### src/design/rpc_pkg.sv
// Shared types, constants and CORDIC helpers for the rectangular/polar converter.
`default_nettype none
package rpc_pkg;

  // Number of CORDIC micro-rotations in the back end (12 to 32).
  localparam int unsigned CORDIC_STAGES = 24;
  localparam int unsigned QUEUE_DEPTH   = 4;

  localparam logic [1:0] FORM_RECT  = 2'd0;
  localparam logic [1:0] FORM_POLAR = 2'd1;

  localparam logic signed [35:0] DEG180_Q24 = 36'sd3019898880;
  localparam logic signed [35:0] DEG90_Q24  = 36'sd1509949440;
  localparam logic signed [25:0] DEG180_Q16 = 26'sd11796480;
  localparam logic signed [25:0] DEG360_Q16 = 26'sd23592960;
  localparam logic signed [30:0] INV_GAIN_Q30 = 31'sd652032874;
  localparam logic [31:0]        INV_GAIN_Q32 = 32'd2608131496;

  // One item as it travels from the front end through the queue and CORDIC stages.
  typedef struct packed {
    logic [1:0]         form;
    logic               zero;
    logic signed [31:0] a;
    logic signed [24:0] b;
    logic signed [51:0] x;
    logic signed [51:0] y;
    logic signed [35:0] z;
  } rpc_item_t;

  // atan(2^-i) in degrees, Q.24.
  function automatic logic signed [35:0] rpc_atan_q24(input int unsigned i);
    logic signed [35:0] r;
    case (i)
      0:  r = 36'sd754974720;
      1:  r = 36'sd445687602;
      2:  r = 36'sd235489088;
      3:  r = 36'sd119537938;
      4:  r = 36'sd60000934;
      5:  r = 36'sd30029717;
      6:  r = 36'sd15018523;
      7:  r = 36'sd7509720;
      8:  r = 36'sd3754917;
      9:  r = 36'sd1877466;
      10: r = 36'sd938734;
      11: r = 36'sd469367;
      12: r = 36'sd234684;
      13: r = 36'sd117342;
      14: r = 36'sd58671;
      15: r = 36'sd29335;
      16: r = 36'sd14668;
      17: r = 36'sd7334;
      18: r = 36'sd3667;
      19: r = 36'sd1833;
      20: r = 36'sd917;
      21: r = 36'sd458;
      22: r = 36'sd229;
      23: r = 36'sd115;
      24: r = 36'sd57;
      25: r = 36'sd29;
      26: r = 36'sd14;
      27: r = 36'sd7;
      28: r = 36'sd4;
      29: r = 36'sd2;
      30: r = 36'sd1;
      default: r = 36'sd0;
    endcase
    return r;
  endfunction

  // One micro-rotation; vectoring for the rectangular form, rotation otherwise.
  function automatic rpc_item_t rpc_micro_rot(input rpc_item_t it, input int unsigned sh);
    rpc_item_t          r;
    logic signed [51:0] xv;
    logic signed [51:0] yv;
    logic signed [51:0] xs;
    logic signed [51:0] ys;
    logic signed [35:0] zv;
    logic signed [35:0] at;
    logic               neg;
    r  = it;
    xv = it.x;
    yv = it.y;
    zv = it.z;
    xs = xv >>> sh;
    ys = yv >>> sh;
    at = rpc_atan_q24(sh);
    neg = (it.form == FORM_RECT) ? !yv[51] : zv[35];
    if (neg) begin
      r.x = xv + ys;
      r.y = yv - xs;
      r.z = zv + at;
    end else begin
      r.x = xv - ys;
      r.y = yv + xs;
      r.z = zv - at;
    end
    return r;
  endfunction

endpackage
`default_nettype wire

### src/design/rpc_queue.sv
// Short queue between the front end and the CORDIC back end.
`default_nettype none
module rpc_queue import rpc_pkg::*; (
  input  wire logic       clk,
  input  wire logic       rst_n,
  input  wire logic       in_valid,
  output logic            in_ready,
  input  wire rpc_item_t  in_item,
  output logic            out_valid,
  input  wire logic       out_ready,
  output rpc_item_t       out_item
);

  localparam int unsigned PW = $clog2(QUEUE_DEPTH);

  rpc_item_t     mem_r [QUEUE_DEPTH];
  logic [PW-1:0] wr_ptr_r;
  logic [PW-1:0] rd_ptr_r;
  logic [PW:0]   count_r;
  logic          push;
  logic          pop;

  assign in_ready  = (count_r != PW'(0) + (PW+1)'(QUEUE_DEPTH));
  assign out_valid = (count_r != '0);
  assign push      = in_valid && in_ready;
  assign pop       = out_valid && out_ready;
  assign out_item  = mem_r[rd_ptr_r];

  always_ff @(posedge clk) begin
    if (!rst_n) begin
      wr_ptr_r <= '0;
      rd_ptr_r <= '0;
      count_r  <= '0;
    end else begin
      if (push) begin
        wr_ptr_r <= wr_ptr_r + PW'(1);
      end
      if (pop) begin
        rd_ptr_r <= rd_ptr_r + PW'(1);
      end
      if (push && !pop) begin
        count_r <= count_r + (PW+1)'(1);
      end else if (pop && !push) begin
        count_r <= count_r - (PW+1)'(1);
      end
    end
  end

  always_ff @(posedge clk) begin
    if (push) begin
      mem_r[wr_ptr_r] <= in_item;
    end
  end

endmodule
`default_nettype wire

### config.mk
export PLATFORM = sky130hd
export DESIGN_NAME = rpc_queue
export DESIGN_NICKNAME = d
export VERILOG_FILES = /design/src/design/rpc_pkg.sv /design/src/design/rpc_queue.sv
export SDC_FILE = /design/constraint.sdc
export NUM_CORES = 1
export LEC_CHECK = 0
export ABC_AREA = 1
export ABC_CLOCK_PERIOD_IN_PS = 26800
export BUFFER_PORTS_ARGS = -buffer_cell sky130_fd_sc_hd__buf_2
export CORE_MARGIN = 5
export CORE_UTILIZATION = 55
export CTS_CLUSTER_DIAMETER = 50
export CTS_CLUSTER_SIZE = 14
export DETAILED_ROUTE_END_ITERATION = 8
export HOLD_SLACK_MARGIN = 0.15
export PLACE_DENSITY = 0.77
export SYNTH_ARGS = -nofsm -noshare
export SYNTH_HDL_FRONTEND = slang
export SYNTH_SLANG_ARGS = --single-unit
### constraint.sdc
create_clock -name clk -period 26.8 [get_ports clk]
set_clock_uncertainty 0.2 [all_clocks]
set_input_delay 4.02 -clock clk [delete_from_list [all_inputs] [get_ports clk]]
set_output_delay 4.02 -clock clk [all_outputs]
set_load 0.01 [all_outputs]
* Yosys cells after proc, flatten, opt, wreduce, memory -nomap -nowiden
Memory sizes are Yosys's and may differ from the RTL's. A register that Yosys moved wholly into a read port is not among the register bits. Index checks and enable logic that the tools add are counted. Widths: inputs -> output; s select.
Storage, ports and cells: flip-flop bits (word level) 7, RAM bits 800, bits of input ports 204, output and inout port bits 202, bits in latches 0, memories kept 1, memory bits (read-only) 0
Cells by class: divide/modulo/power cells 0, equal/unequal tests 1, bitwise operators 0, mux-type cells 6, multiply operators 0, order comparisons 0, add/sub/neg operators 4, shift-type cells 0, reduce and logical (&&, ||, !) cells 8
Memories:
- mem_r | words 4, width 200, rd ports 1, clocked after Yosys merged registers in 1, wr ports 1, line rpc_queue.sv:16 | rpc_item_t mem_r [QUEUE_DEPTH];
Operators by type and width (number):
- $mux 3 | 2
- $add 2x1->2 const B | 2
- $logic_and 1x1->1 | 4
- $mux 2 | 2
- $add 3x1->3 const B | 1
- $ne 3x3->1 const B | 1
- $reduce_bool 3->1 | 1
- $sub 3x1->3 const B | 1
- $logic_not 1->1 | 2
- $mux 1 | 2
- $reduce_bool 2->1 | 1

* Logic depth before layout (Yosys ltp)
word-level depth 6, gate-level depth with buffers 13, mapped depth without buffers 13

* Worst setup path before layout
Ideal clock, no wire load.
path type input to register, start input in_valid, end memory mem_r[0][0] in the netlist's numbering, enable pin, stages on the path 2, library setup time 0.764 ns, required time 25.836 ns, data arrival time 12.425 ns, slack 13.411 ns, cells stage by stage nand2_1 nor2_1
Between the ends: cells in the longest elaborated chain, start to end 3
RTL lines:
- start: declaration | line rpc_queue.sv:6 | input wire logic in_valid,
- $logic_and 1x1->1 | line rpc_queue.sv:25 | assign push = in_valid && in_ready;
- $mux 1 | line rpc_queue.sv:50 | if (push) begin
- $mux 1 (not written as such) | line rpc_queue.sv:51 | mem_r[wr_ptr_r] <= in_item;
- end: declaration | line rpc_queue.sv:16
Every way passes these cells.

==> out/metrics.cfg <==
[critical_path]
rr_worst_depth=6
cp.arrival_ns=4.32
crit_required_ns=22.58
cp_max_fo=224
endpoint_kind=output port
crit_type=flip-flop to output port
r2r_start=count_r[0]
start_kind=flip-flop

[timing]
holdWs_ns=0.319
finalHoldViolations=0
layout_min_cycle_time_ns=8.54
relSlewSlack=0.173
fin_crit_sh=0.319
worst_slew_pin_slew_ns=1.24
fmax_mhz=117
slew_viol_final=0
setup-tns-final_ns=0
setup-violations-final=0
rsz0062_at_grt=no

[placed_design]
gp_congestion=0.820
io_buffer_count=405
hpwl_um=39200

[synth]
synth_cell_types=20
seq_area_frac_synth=0.802
yosysWarnings=0
syn-num-nets=2212
syn-mean-instance-area_um2=15.1
ys_ff_latch=809
synthCells=2002
syn_area_um2=30200

[clock_tree]
clock-root-buffer=clkbuf_16
cts_made_buffers=76
clk_pin_slew_ns=0.06
worstSkewPairLatency_ns=0.60
clock-sinks=809
postCtsResizedCells=0
hold_buffers=0
clk_path_buf_depth=3
post_cts_buffers=0
htree_levels=3
cts_tree=built

[power_and_ir_drop]
p_sw_frac=0.306
seqPwrFrac=0.466
power_frac_clock=0.300
p_comb_frac=0.234
leakage_nw=12.0
intPower_mw=2.35
switchingPower_mw=1.04
power_per_cell_area_nw_per_um2=97.6
peakVddDrop_v=0.000100

[global_route]
grt_pass1_vias=17875
grt_usage=0.224
gr-total-overflow=0
grt_max_degree=225
grt_first_pass_wirelength_um=104000
antenna_found_initial=22

[min_path]
worstHoldPathCells=2
min_path_type=flip-flop to flip-flop
hp-start=rd_ptr_r[0]

[layout]
layout_commonest_cell=edfxtp_1
area.growth.synth_to_final_pct=15.2
nNetsFinal=2586
fillers=3734
drive_gt1_frac=0.222
layout_common_cells=edfxtp_1 (800), nor2_1 (410), buf_2 (405), o21ai_0 (201)

[floorplan]
num_io_pins=406
core_area_um2=54000
rows=85
die_w_um=244
die_h_um=244
initial_core_util=0.558
die-area_um2=59600

[routing]
routed_wl_um=69200
wl_met1_um=26900
met3WireLength_um=4680
drt-vias-per-instance=5.87
routedWlPerCell_um=22.1
antenna_left=0
drt_iter0_drc=1720
vias=18383
dr.pass1.iters=7
drc_errors=0
dr_wl_met2_um=36000
highest_layer=met5

[run_status]
status=finished clean

[job]
maxCapViolations=0

-- critical path: stages, from the launching register on --
cell,delay (ns)
dfxtp_4,0.58
clkinv_8,0.58
buf_4,0.91
buf_4,0.78
o21ai_1,0.14
o22ai_1,0.26
buf_2,0.19
-- cells in the mapped netlist (all sizes together) --
library cell / number / area share
o22ai: 200 / 0.041
nand3: 4 / 0.00066
a21oi: 3 / 0.00050
clkbuf: 60 / 0.0081
dfxtp: 9 / 0.0060
nand2: 15 / 0.0019
xor2: 1 / 0.00029
fa: 1 / 0.00066
o21ai: 401 / 0.067
edfxtp: 800 / 0.80
ha: 5 / 0.0021
buf: 72 / 0.022
nand3b: 1 / 0.00025
inv: 16 / 0.0021
nor2: 414 / 0.052
-- layout make-up --
class,count,area [um^2],share of cell area
repair buffers,428,2200,0.0633
inverters,16,77.6,0.00223
clock inverters,30,327,0.00939
clock buffers,89,1990,0.0573
flip-flops and latches,809,24200,0.696
multi-input cells,1045,5030,0.145
well taps,696,871,0.0251
diodes,20,50.0,0.00144
-- sequential cells by signal, summed over array words and instances (netlist names), named ones only --
name and flops:
count_r 3, mem_r 800, rd_ptr_r 2, wr_ptr_r 2
-- power by group through the flow --
| stage | registers, mW | clock network (mW) | logic [mW] |
|---|---|---|---|
| 3_5_place_dp | 1.61 | 0 | 0.794 |
| 2_1_floorplan | 1.63 | 0 | 0.505 |
| 3_3_place_gp | 1.60 | 0 | 0.775 |
| 5_1_grt | 1.59 | 1.09 | 0.859 |
| 6_report | 1.58 | 1.02 | 0.795 |
| 4_1_cts | 1.58 | 1.04 | 0.801 |
-- stage by stage --
stage	std cells	util	power, mW	instance area, um^2	setup slack (ns)
final	3133	0.643	3.39	34800	18.26
after global routing	3126	0.643	3.54	34700	17.94
after CTS	3113	0.642	3.42	34700	18.02
after detailed placement	2994	0.600	2.40	32400	18.76
after global placement	2994	0.600	2.37	32400	18.83
after floorplan	2002	-	2.13	30200	13.41
-- per-layer routing --
| metal | vias up | global-route usage |
|---|---|---|
| met4 | 12 | 0.0792 |
| li1 | 8353 | - |
| met5 | - | 0 |
| met3 | 110 | 0.0459 |
| met2 | 649 | 0.380 |
| met1 | 9259 | 0.292 |
-- worst paths after layout --
kind | end | slack, ns
max reg2reg | mem_r[2][22] | 22.85
min | flip-flop | 0.32
min reg2reg | flip-flop | 0.32
max | out_item[69] | 18.26
-- logic make-up (layout without fill, tap and decap cells) --
kind of cell / Yosys count / after routing / synth area share
xor+xnor: 1 / 1 / 0.000290
compound gates: 604 / 604 / 0.109
simple gates: 434 / 434 / 0.0543
other cells: 0 / 20 / 0
fa+ha+maj: 6 / 6 / 0.00274
flops: 809 / 809 / 0.802
buf+inv: 148 / 563 / 0.0318
Power figures use the tool's default switching activity.
