`config.mk`:
```
export PLATFORM = sky130hd
export DESIGN_NAME = rpc_front
export DESIGN_NICKNAME = d
export VERILOG_FILES = /design/src/design/rpc_pkg.sv /design/src/design/rpc_front.sv
export SDC_FILE = /design/constraint.sdc
export NUM_CORES = 2
export LEC_CHECK = 0
export ABC_AREA = 1
export ABC_CLOCK_PERIOD_IN_PS = 11300
export BUFFER_PORTS_ARGS = -buffer_cell sky130_fd_sc_hd__buf_2
export CAP_MARGIN = 15
export CORE_AREA = 2 2 252 254
export CTS_CLUSTER_DIAMETER = 120
export DETAILED_ROUTE_END_ITERATION = 10
export DIE_AREA = 0 0 254 256
export GPL_TIMING_DRIVEN = 0
export PLACE_DENSITY = 0.82
export SKIP_CTS_REPAIR_TIMING = 1
export SLEW_MARGIN = 20
export SYNTH_ARGS = -nofsm -noshare
export SYNTH_HDL_FRONTEND = slang
export SYNTH_SLANG_ARGS = --single-unit
```
`constraint.sdc`:
```
create_clock -name clk -period 11.3 [get_ports clk]
set_input_delay 0.565 -clock clk [delete_from_list [all_inputs] [get_ports clk]]
set_output_delay 0.565 -clock clk [all_outputs]
set_load 0.02 [all_outputs]
```
`src/design/rpc_pkg.sv`:
```
// Shared types, constants and CORDIC helpers for the rectangular/polar converter.
`default_nettype none
package rpc_pkg;

  // Number of CORDIC micro-rotations in the back end (12 to 32).
  localparam int unsigned CORDIC_STAGES = 24;
  localparam int unsigned QUEUE_DEPTH   = 4;

  localparam logic [1:0] FORM_RECT  = 2'd0;
  localparam logic [1:0] FORM_POLAR = 2'd1;

  localparam logic signed [35:0] DEG180_Q24 = 36'sd3019898880;
  localparam logic signed [35:0] DEG90_Q24  = 36'sd1509949440;
  localparam logic signed [25:0] DEG180_Q16 = 26'sd11796480;
  localparam logic signed [25:0] DEG360_Q16 = 26'sd23592960;
  localparam logic signed [30:0] INV_GAIN_Q30 = 31'sd652032874;
  localparam logic [31:0]        INV_GAIN_Q32 = 32'd2608131496;

  // One item as it travels from the front end through the queue and CORDIC stages.
  typedef struct packed {
    logic [1:0]         form;
    logic               zero;
    logic signed [31:0] a;
    logic signed [24:0] b;
    logic signed [51:0] x;
    logic signed [51:0] y;
    logic signed [35:0] z;
  } rpc_item_t;

  // atan(2^-i) in degrees, Q.24.
  function automatic logic signed [35:0] rpc_atan_q24(input int unsigned i);
    logic signed [35:0] r;
    case (i)
      0:  r = 36'sd754974720;
      1:  r = 36'sd445687602;
      2:  r = 36'sd235489088;
      3:  r = 36'sd119537938;
      4:  r = 36'sd60000934;
      5:  r = 36'sd30029717;
      6:  r = 36'sd15018523;
      7:  r = 36'sd7509720;
      8:  r = 36'sd3754917;
      9:  r = 36'sd1877466;
      10: r = 36'sd938734;
      11: r = 36'sd469367;
      12: r = 36'sd234684;
      13: r = 36'sd117342;
      14: r = 36'sd58671;
      15: r = 36'sd29335;
      16: r = 36'sd14668;
      17: r = 36'sd7334;
      18: r = 36'sd3667;
      19: r = 36'sd1833;
      20: r = 36'sd917;
      21: r = 36'sd458;
      22: r = 36'sd229;
      23: r = 36'sd115;
      24: r = 36'sd57;
      25: r = 36'sd29;
      26: r = 36'sd14;
      27: r = 36'sd7;
      28: r = 36'sd4;
      29: r = 36'sd2;
      30: r = 36'sd1;
      default: r = 36'sd0;
    endcase
    return r;
  endfunction

  // One micro-rotation; vectoring for the rectangular form, rotation otherwise.
  function automatic rpc_item_t rpc_micro_rot(input rpc_item_t it, input int unsigned sh);
    rpc_item_t          r;
    logic signed [51:0] xv;
    logic signed [51:0] yv;
    logic signed [51:0] xs;
    logic signed [51:0] ys;
    logic signed [35:0] zv;
    logic signed [35:0] at;
    logic               neg;
    r  = it;
    xv = it.x;
    yv = it.y;
    zv = it.z;
    xs = xv >>> sh;
    ys = yv >>> sh;
    at = rpc_atan_q24(sh);
    neg = (it.form == FORM_RECT) ? !yv[51] : zv[35];
    if (neg) begin
      r.x = xv + ys;
      r.y = yv - xs;
      r.z = zv + at;
    end else begin
      r.x = xv - ys;
      r.y = yv + xs;
      r.z = zv - at;
    end
    return r;
  endfunction

endpackage
`default_nettype wire

```
`src/design/rpc_front.sv`:
```
// Front end: takes requests, classifies the form and prepares the CORDIC start vector.
`default_nettype none
module rpc_front import rpc_pkg::*; (
  input  wire logic               clk,
  input  wire logic               rst_n,
  input  wire logic               in_valid,
  output logic                    in_ready,
  input  wire logic [1:0]         req_type,
  input  wire logic signed [31:0] first_value,
  input  wire logic signed [24:0] second_value,
  output logic                    out_valid,
  input  wire logic               out_ready,
  output rpc_item_t               out_item
);

  logic               s1_v_r;
  logic [1:0]         s1_form_r;
  logic               s1_zero_r;
  logic signed [31:0] s1_a_r;
  logic signed [24:0] s1_b_r;
  logic signed [32:0] s1_m_r;
  logic signed [25:0] s1_y_r;
  logic signed [35:0] s1_z_r;
  logic               s2_v_r;
  rpc_item_t          s2_item_r;

  logic               s1_ready;
  logic               s2_ready;
  logic signed [32:0] a_ext;
  logic signed [25:0] b_ext;
  logic signed [25:0] b_wrap;
  logic signed [35:0] z_pol;
  logic signed [32:0] m_nxt;
  logic signed [25:0] y_nxt;
  logic signed [35:0] z_nxt;
  logic signed [62:0] prod;
  logic signed [62:0] prod_sh;
  rpc_item_t          item_nxt;

  assign s2_ready = !s2_v_r || out_ready;
  assign s1_ready = !s1_v_r || s2_ready;
  assign in_ready = s1_ready;

  always_comb begin
    a_ext  = {first_value[31], first_value};
    b_ext  = {second_value[24], second_value};
    b_wrap = b_ext;
    if (b_ext > DEG180_Q16) begin
      b_wrap = b_ext - DEG360_Q16;
    end else if (b_ext < -DEG180_Q16) begin
      b_wrap = b_ext + DEG360_Q16;
    end
    z_pol = {{2{b_wrap[25]}}, b_wrap, 8'b0};
    m_nxt = a_ext;
    y_nxt = b_ext;
    z_nxt = '0;
    if (req_type == FORM_RECT) begin
      if (first_value[31]) begin
        m_nxt = -a_ext;
        y_nxt = -b_ext;
        z_nxt = second_value[24] ? -DEG180_Q24 : DEG180_Q24;
      end
    end else begin
      z_nxt = z_pol;
      if (z_pol > DEG90_Q24) begin
        m_nxt = -a_ext;
        z_nxt = z_pol - DEG180_Q24;
      end else if (z_pol < -DEG90_Q24) begin
        m_nxt = -a_ext;
        z_nxt = z_pol + DEG180_Q24;
      end
    end
  end

  always_ff @(posedge clk) begin
    if (!rst_n) begin
      s1_v_r <= 1'b0;
      s2_v_r <= 1'b0;
    end else begin
      if (s1_ready) begin
        s1_v_r <= in_valid;
      end
      if (s2_ready) begin
        s2_v_r <= s1_v_r;
      end
    end
  end

  always_ff @(posedge clk) begin
    if (s1_ready && in_valid) begin
      s1_form_r <= req_type;
      s1_zero_r <= (first_value == 32'sd0) && (second_value == 25'sd0);
      s1_a_r    <= first_value;
      s1_b_r    <= second_value;
      s1_m_r    <= m_nxt;
      s1_y_r    <= y_nxt;
      s1_z_r    <= z_nxt;
    end
  end

  // Polar form: pre-scale the magnitude by the inverse CORDIC gain.
  assign prod    = s1_m_r * INV_GAIN_Q30;
  assign prod_sh = prod >>> 14;

  always_comb begin
    item_nxt.form = s1_form_r;
    item_nxt.zero = s1_zero_r;
    item_nxt.a    = s1_a_r;
    item_nxt.b    = s1_b_r;
    item_nxt.z    = s1_z_r;
    if (s1_form_r == FORM_RECT) begin
      item_nxt.x = {{3{s1_m_r[32]}}, s1_m_r, 16'b0};
      item_nxt.y = {{10{s1_y_r[25]}}, s1_y_r, 16'b0};
    end else begin
      item_nxt.x = prod_sh[51:0];
      item_nxt.y = '0;
    end
  end

  always_ff @(posedge clk) begin
    if (s2_ready && s1_v_r) begin
      s2_item_r <= item_nxt;
    end
  end

  assign out_valid = s2_v_r;
  assign out_item  = s2_item_r;

endmodule
`default_nettype wire

```
## After elaboration in Yosys (flattened, before gate mapping)

Index checks and enable logic that the tools add are counted.

| word-level totals | value |
|---|---|
| register bits | 347 |
| memory bits (writable) | 0 |
| bits in read-only memories | 0 |
| memories | 0 |
| output and inout bits | 202 |
| latch bits | 0 |
| input port bits | 63 |
| word-level logic and storage cells | 54 |

| operators by class | value |
|---|---|
| div/mod/pow operators | 0 |
| shift-type cells | 0 |
| eq/ne operators | 0 |
| $add $sub $neg | 6 |
| multiply operators | 1 |
| muxes and demuxes | 14 |
| bitwise operators | 0 |
| reductions and logical operators | 11 |
| $lt $le $gt $ge | 4 |

Operator list:

| kind | number |
|---|---|
| $mux 36 | 5 |
| $mux 33 | 4 |
| $mux 104 | 1 |
| $mux 26 | 4 |
| $mul 33x30->62 const B | 1 |
| $add 34x33->35 const B | 1 |
| $sub 34x33->35 const B | 1 |
| $gt 34x32->1 const B | 1 |
| $lt 34x32->1 const B | 1 |
| $neg 32->33 | 1 |
| $logic_not 32->1 | 1 |
| $add 25x26->26 const B | 1 |
| $neg 25->26 | 1 |
| $sub 25x26->26 const B | 1 |
| $gt 25x25->1 const B | 1 |
| $logic_not 25->1 | 1 |
| $lt 25x25->1 const B | 1 |
| $logic_not 2->1 | 2 |
| $logic_and 1x1->1 | 3 |
| $logic_not 1->1 | 2 |
| $logic_or 1x1->1 | 2 |

## Depth between registers and ports, before layout

| depth | value |
|---|---|
| depth after elaboration | 7 |
| gate-level depth with buffers | 32 |
| mapped depth without buffers | 31 |

## Worst setup path after synthesis

OpenSTA, ideal clock, no wires.

| timing path | value |
|---|---|
| kind | in2reg |
| from | input port out_ready |
| to | register s2_item_r, in the netlist out_item[100], enable pin |
| required time | 10.562 ns |
| path buffers | 0 |
| data arrival time | 8.383 ns |
| setup slack | 2.179 ns |
| stages on the path | 2 |
| setup time | 0.738 ns |
| cell sequence | inv_1 a21oi_1 |

| on the way | value |
|---|---|
| longest elaborated chain between the ends | 2 |

RTL lines:

| element | RTL line | RTL |
|---|---|---|
| start: declaration | rpc_front.sv:12 | `input wire logic out_ready,` |
| $logic_or 1x1->1 | rpc_front.sv:40 | `assign s2_ready = !s2_v_r \|\| out_ready;` |
| $logic_and 1x1->1 | rpc_front.sv:121 | `if (s2_ready && s1_v_r) begin` |
| end signal: assignment | rpc_front.sv:122 | `s2_item_r <= item_nxt;` |
| end: declaration | rpc_front.sv:25 | `rpc_item_t s2_item_r;` |

Every way passes these cells.
A chain may end at the register's enable or synchronous reset.

==> impl_metrics.yaml <==
run_status:
  outcome: "completed"
cts:
  clk_pin_slew_ns: 0.06
  cts_tree: "done"
  numCtsBuffers: 34
  clk_latency_ns: 0.59
  clockBufferDepth: 3
  clock-root-buffer: "clkbuf_16"
  cts_sinks: 308
  cts_max_level: 2
floorplanning:
  design.core.area_um2: 62400
  initial_utilization_pct: 54.4
  die_h_um: 256
  ios: 265
  dieArea_um2: 65000
  num_rows: 92
  die_x_um: 254
synth:
  syn_avg_cell_area_um2: 9.71
  ys_async_sr_fraction_pct: 0
  syn-cell-area_um2: 33900
  synth_edf_count: 306
  yosys_warnings: 0
  netlist.area_leader.share_pct: 27.1
  synth-seq-cells: 308
  syn_inst: 3497
  synthDistinctLibCells: 49
  synth_area_leaders: "edfxtp_1 27%, fa_1 26%, ha_1 14%, inv_1 9.9%, nand2_1 4.2%"
  yosysTopAreaCell: "edfxtp_1"
  synth_seq_area_share_pct: 27.2
  synth_ff_type: "edfxtp_1"
global_routing:
  overflow: 0
  grt_util_all_layers_pct: 34.2
  grt_max_degree: 84
  grt_pass1_vias: 26700
  antenna_found_initial: 6
  grt_pass1_wl_mm: 162
place:
  place_inst: 4618
  portBuffers: 240
  gp_congestion: 1.02
  post-place-ws_ns: 2.59
  hpwl_mm: 91.5
route:
  drtIter0Drc: 2617
  ant_nets: 0
  dr_total_vias: 25800
  via_per_inst: 5.52
  wl_mm: 109
  routedWlPerCell_um: 23.4
  dr.pass1.iters: 5
  drc: 0
min_path:
  hp-class: "primary input to flip-flop"
  worstHoldStart: "second_value[1]"
sta:
  rsz0062_at_grt: "false"
  fin_crit_sh_pct: 79.0
  tightestPinTransition_ns: 1.05
  slew_headroom_pct: 29.1
  fmax_ghz: 0.112
  final_hold_viol_count: 0
  fin_skew_ns: 0.0295
  drv_slew: 0
  post-route-min-period_ns: 8.93
  setup_viol: 0
  holdWs_ns: 0.178
  layout_setup_ws_ns: 2.37
setup_path:
  crit_path_start: "s1_m_r[14]$_DFFE_PP_"
  path_cells: "ha_1 > xor2_1 > xor2_1 > fa_1 > fa_1 > inv_1 > fa_1 > fa_1 > fa_1 > inv_1 > fa_1 > inv_1 > ha_1 > nand2_1 > nor2_1 > inv_1 > nor2_1 > nand3_1 > o21ai_0 > nand2_1 > nand2_1 > xnor2_1 > o21ai_0"
  ff2ff_path_depth: 23
  crit_buf_inv: 4
  r2r_end: "out_item[111]$_DFFE_PP_"
  cp.depth: 23
  startpoint_type: "flip-flop"
  cpPeakStageDelay_ns: 0.86
  crit_path_max_fanout: 9
  crit_path_end_kind: "flip-flop"
  required_ns: 11.55
  r2r_slack_ns: 2.37
  cp_common_cell: "fa_1"
  crit_family: "adder cells"
  rr_startpoint: "s1_m_r[14]$_DFFE_PP_"
  worstPathArrival_ns: 9.18
  crit_type: "flip-flop to flip-flop"
  cpMaxStageDelayCell: "o21ai_0"
  cp-endpoint: "out_item[111]$_DFFE_PP_"
layout:
  layout-drive-gt1-share_pct: 10.4
  instances_no_fill: 4680
  syn2layout_area_growth_pct: 11.2
  final_core_util_pct: 60.5
  fin_nets: 4705
flow_run:
  maxCapViolCount: 0
-- cell usage in the layout, fill, tap and decap left out, drive strengths merged, types with 26 or more instances in the layout --
cell type / synthesis / routed
xor2: 120 / 120
ha: 389 / 389
nor2: 210 / 210
edfxtp: 306 / 306
o21ai: 130 / 130
fa: 445 / 445
xnor2: 26 / 26
nand3: 150 / 150
nand2: 391 / 391
buf: 57 / 309
inv: 904 / 907
clkbuf: 26 / 68
a21oi: 165 / 165
-- stage by stage --
step	area (um2)	setup TNS, ns
after detailed placement	36600	0
after CTS	37700	0
final	37700	0
after global placement	36300	-262.24
after floorplan	34000	0
after global routing	37700	0
-- cells by family (layout without fill, tap and decap cells) --
logic type      count (synthesis)  in the layout  synth area share (%)
compound gates                387            387                  6.45
xor+xnor                      146            146                  3.77
fa+ha+maj                     834            834                  40.6
buf+inv                       989           1300                  11.5
flops                         308            308                  27.2
other cells                     1             27                0.0110
simple gates                  832            832                  10.5
-- Yosys cell counts (18+ instances only) --
cell / n
edfxtp_1: 306
xor2_1: 120
nor3_1: 23
nor2_1: 208
buf_4: 41
o21ai_0: 125
nand2_1: 380
a21o_1: 19
a21oi_1: 164
nand4_1: 20
ha_1: 389
fa_1: 445
xnor2_1: 26
o21bai_1: 24
nand3_1: 148
o211ai_1: 18
inv_1: 897
clkbuf_1: 26
-- registers in the layout, indices dropped and copies added, names as in the netlist, 2 cells and up --
signal and cells:
s1_y_r 25, out_item 162, s1_a_r 32, s1_z_r 27, s1_b_r 25, s1_form_r 2, s1_m_r 32
-- routing by layer --
layer | global-route usage, % | wire [um] | vias up
met5 | 0 | 25 | -
met4 | 13.5 | 4860 | 4
met3 | 9.07 | 11500 | 298
met2 | 54.8 | 51200 | 1404
met1 | 44.2 | 41800 | 12600
li1 | - | - | 11500
-- worst min-delay path by stage --
| stage | to | slack [ns] | cells after the start |
|---|---|---|---|
| finish | s1_b_r[1]$_DFFE_PP_ | 0.18 | 1 |
| global placement | out_item[168]$_DFFE_PP_ | 0.40 | 0 |
| CTS | s1_b_r[1]$_DFFE_PP_ | 0.17 | 1 |
| floorplan | out_item[10]$_DFFE_PP_ | 0.40 | 0 |
| detailed placement | out_item[11]$_DFFE_PP_ | 0.40 | 0 |
| global route | s1_b_r[1]$_DFFE_PP_ | 0.17 | 1 |
-- layout make-up --
class                   instances  area (um2)
clock buffers                  42         881
clock inverters                17         249
plain buffers                  83         505
inverters                     906        3410
diodes                          3        7.51
multi-input cells            2223       20900
flip-flops and latches        308        9230
repair buffers                252        1500
fillers                      5165       24600
well taps                     846        1060
-- worst register-to-register path: stages, from the launching register on --
cell	delay, ns
edfxtp_1	0.70
ha_1	0.74
xor2_1	0.36
xor2_1	0.46
fa_1	0.51
fa_1	0.52
inv_1	0.06
fa_1	0.62
fa_1	0.45
fa_1	0.49
inv_1	0.05
fa_1	0.47
inv_1	0.04
ha_1	0.34
nand2_1	0.12
nor2_1	0.11
inv_1	0.12
nor2_1	0.46
nand3_1	0.13
o21ai_0	0.86
nand2_1	0.10
nand2_1	0.17
xnor2_1	0.10
o21ai_0	0.67
Power is not shown: default switching activity piles up to over one toggle a cycle in this logic, so the estimate is an artifact.
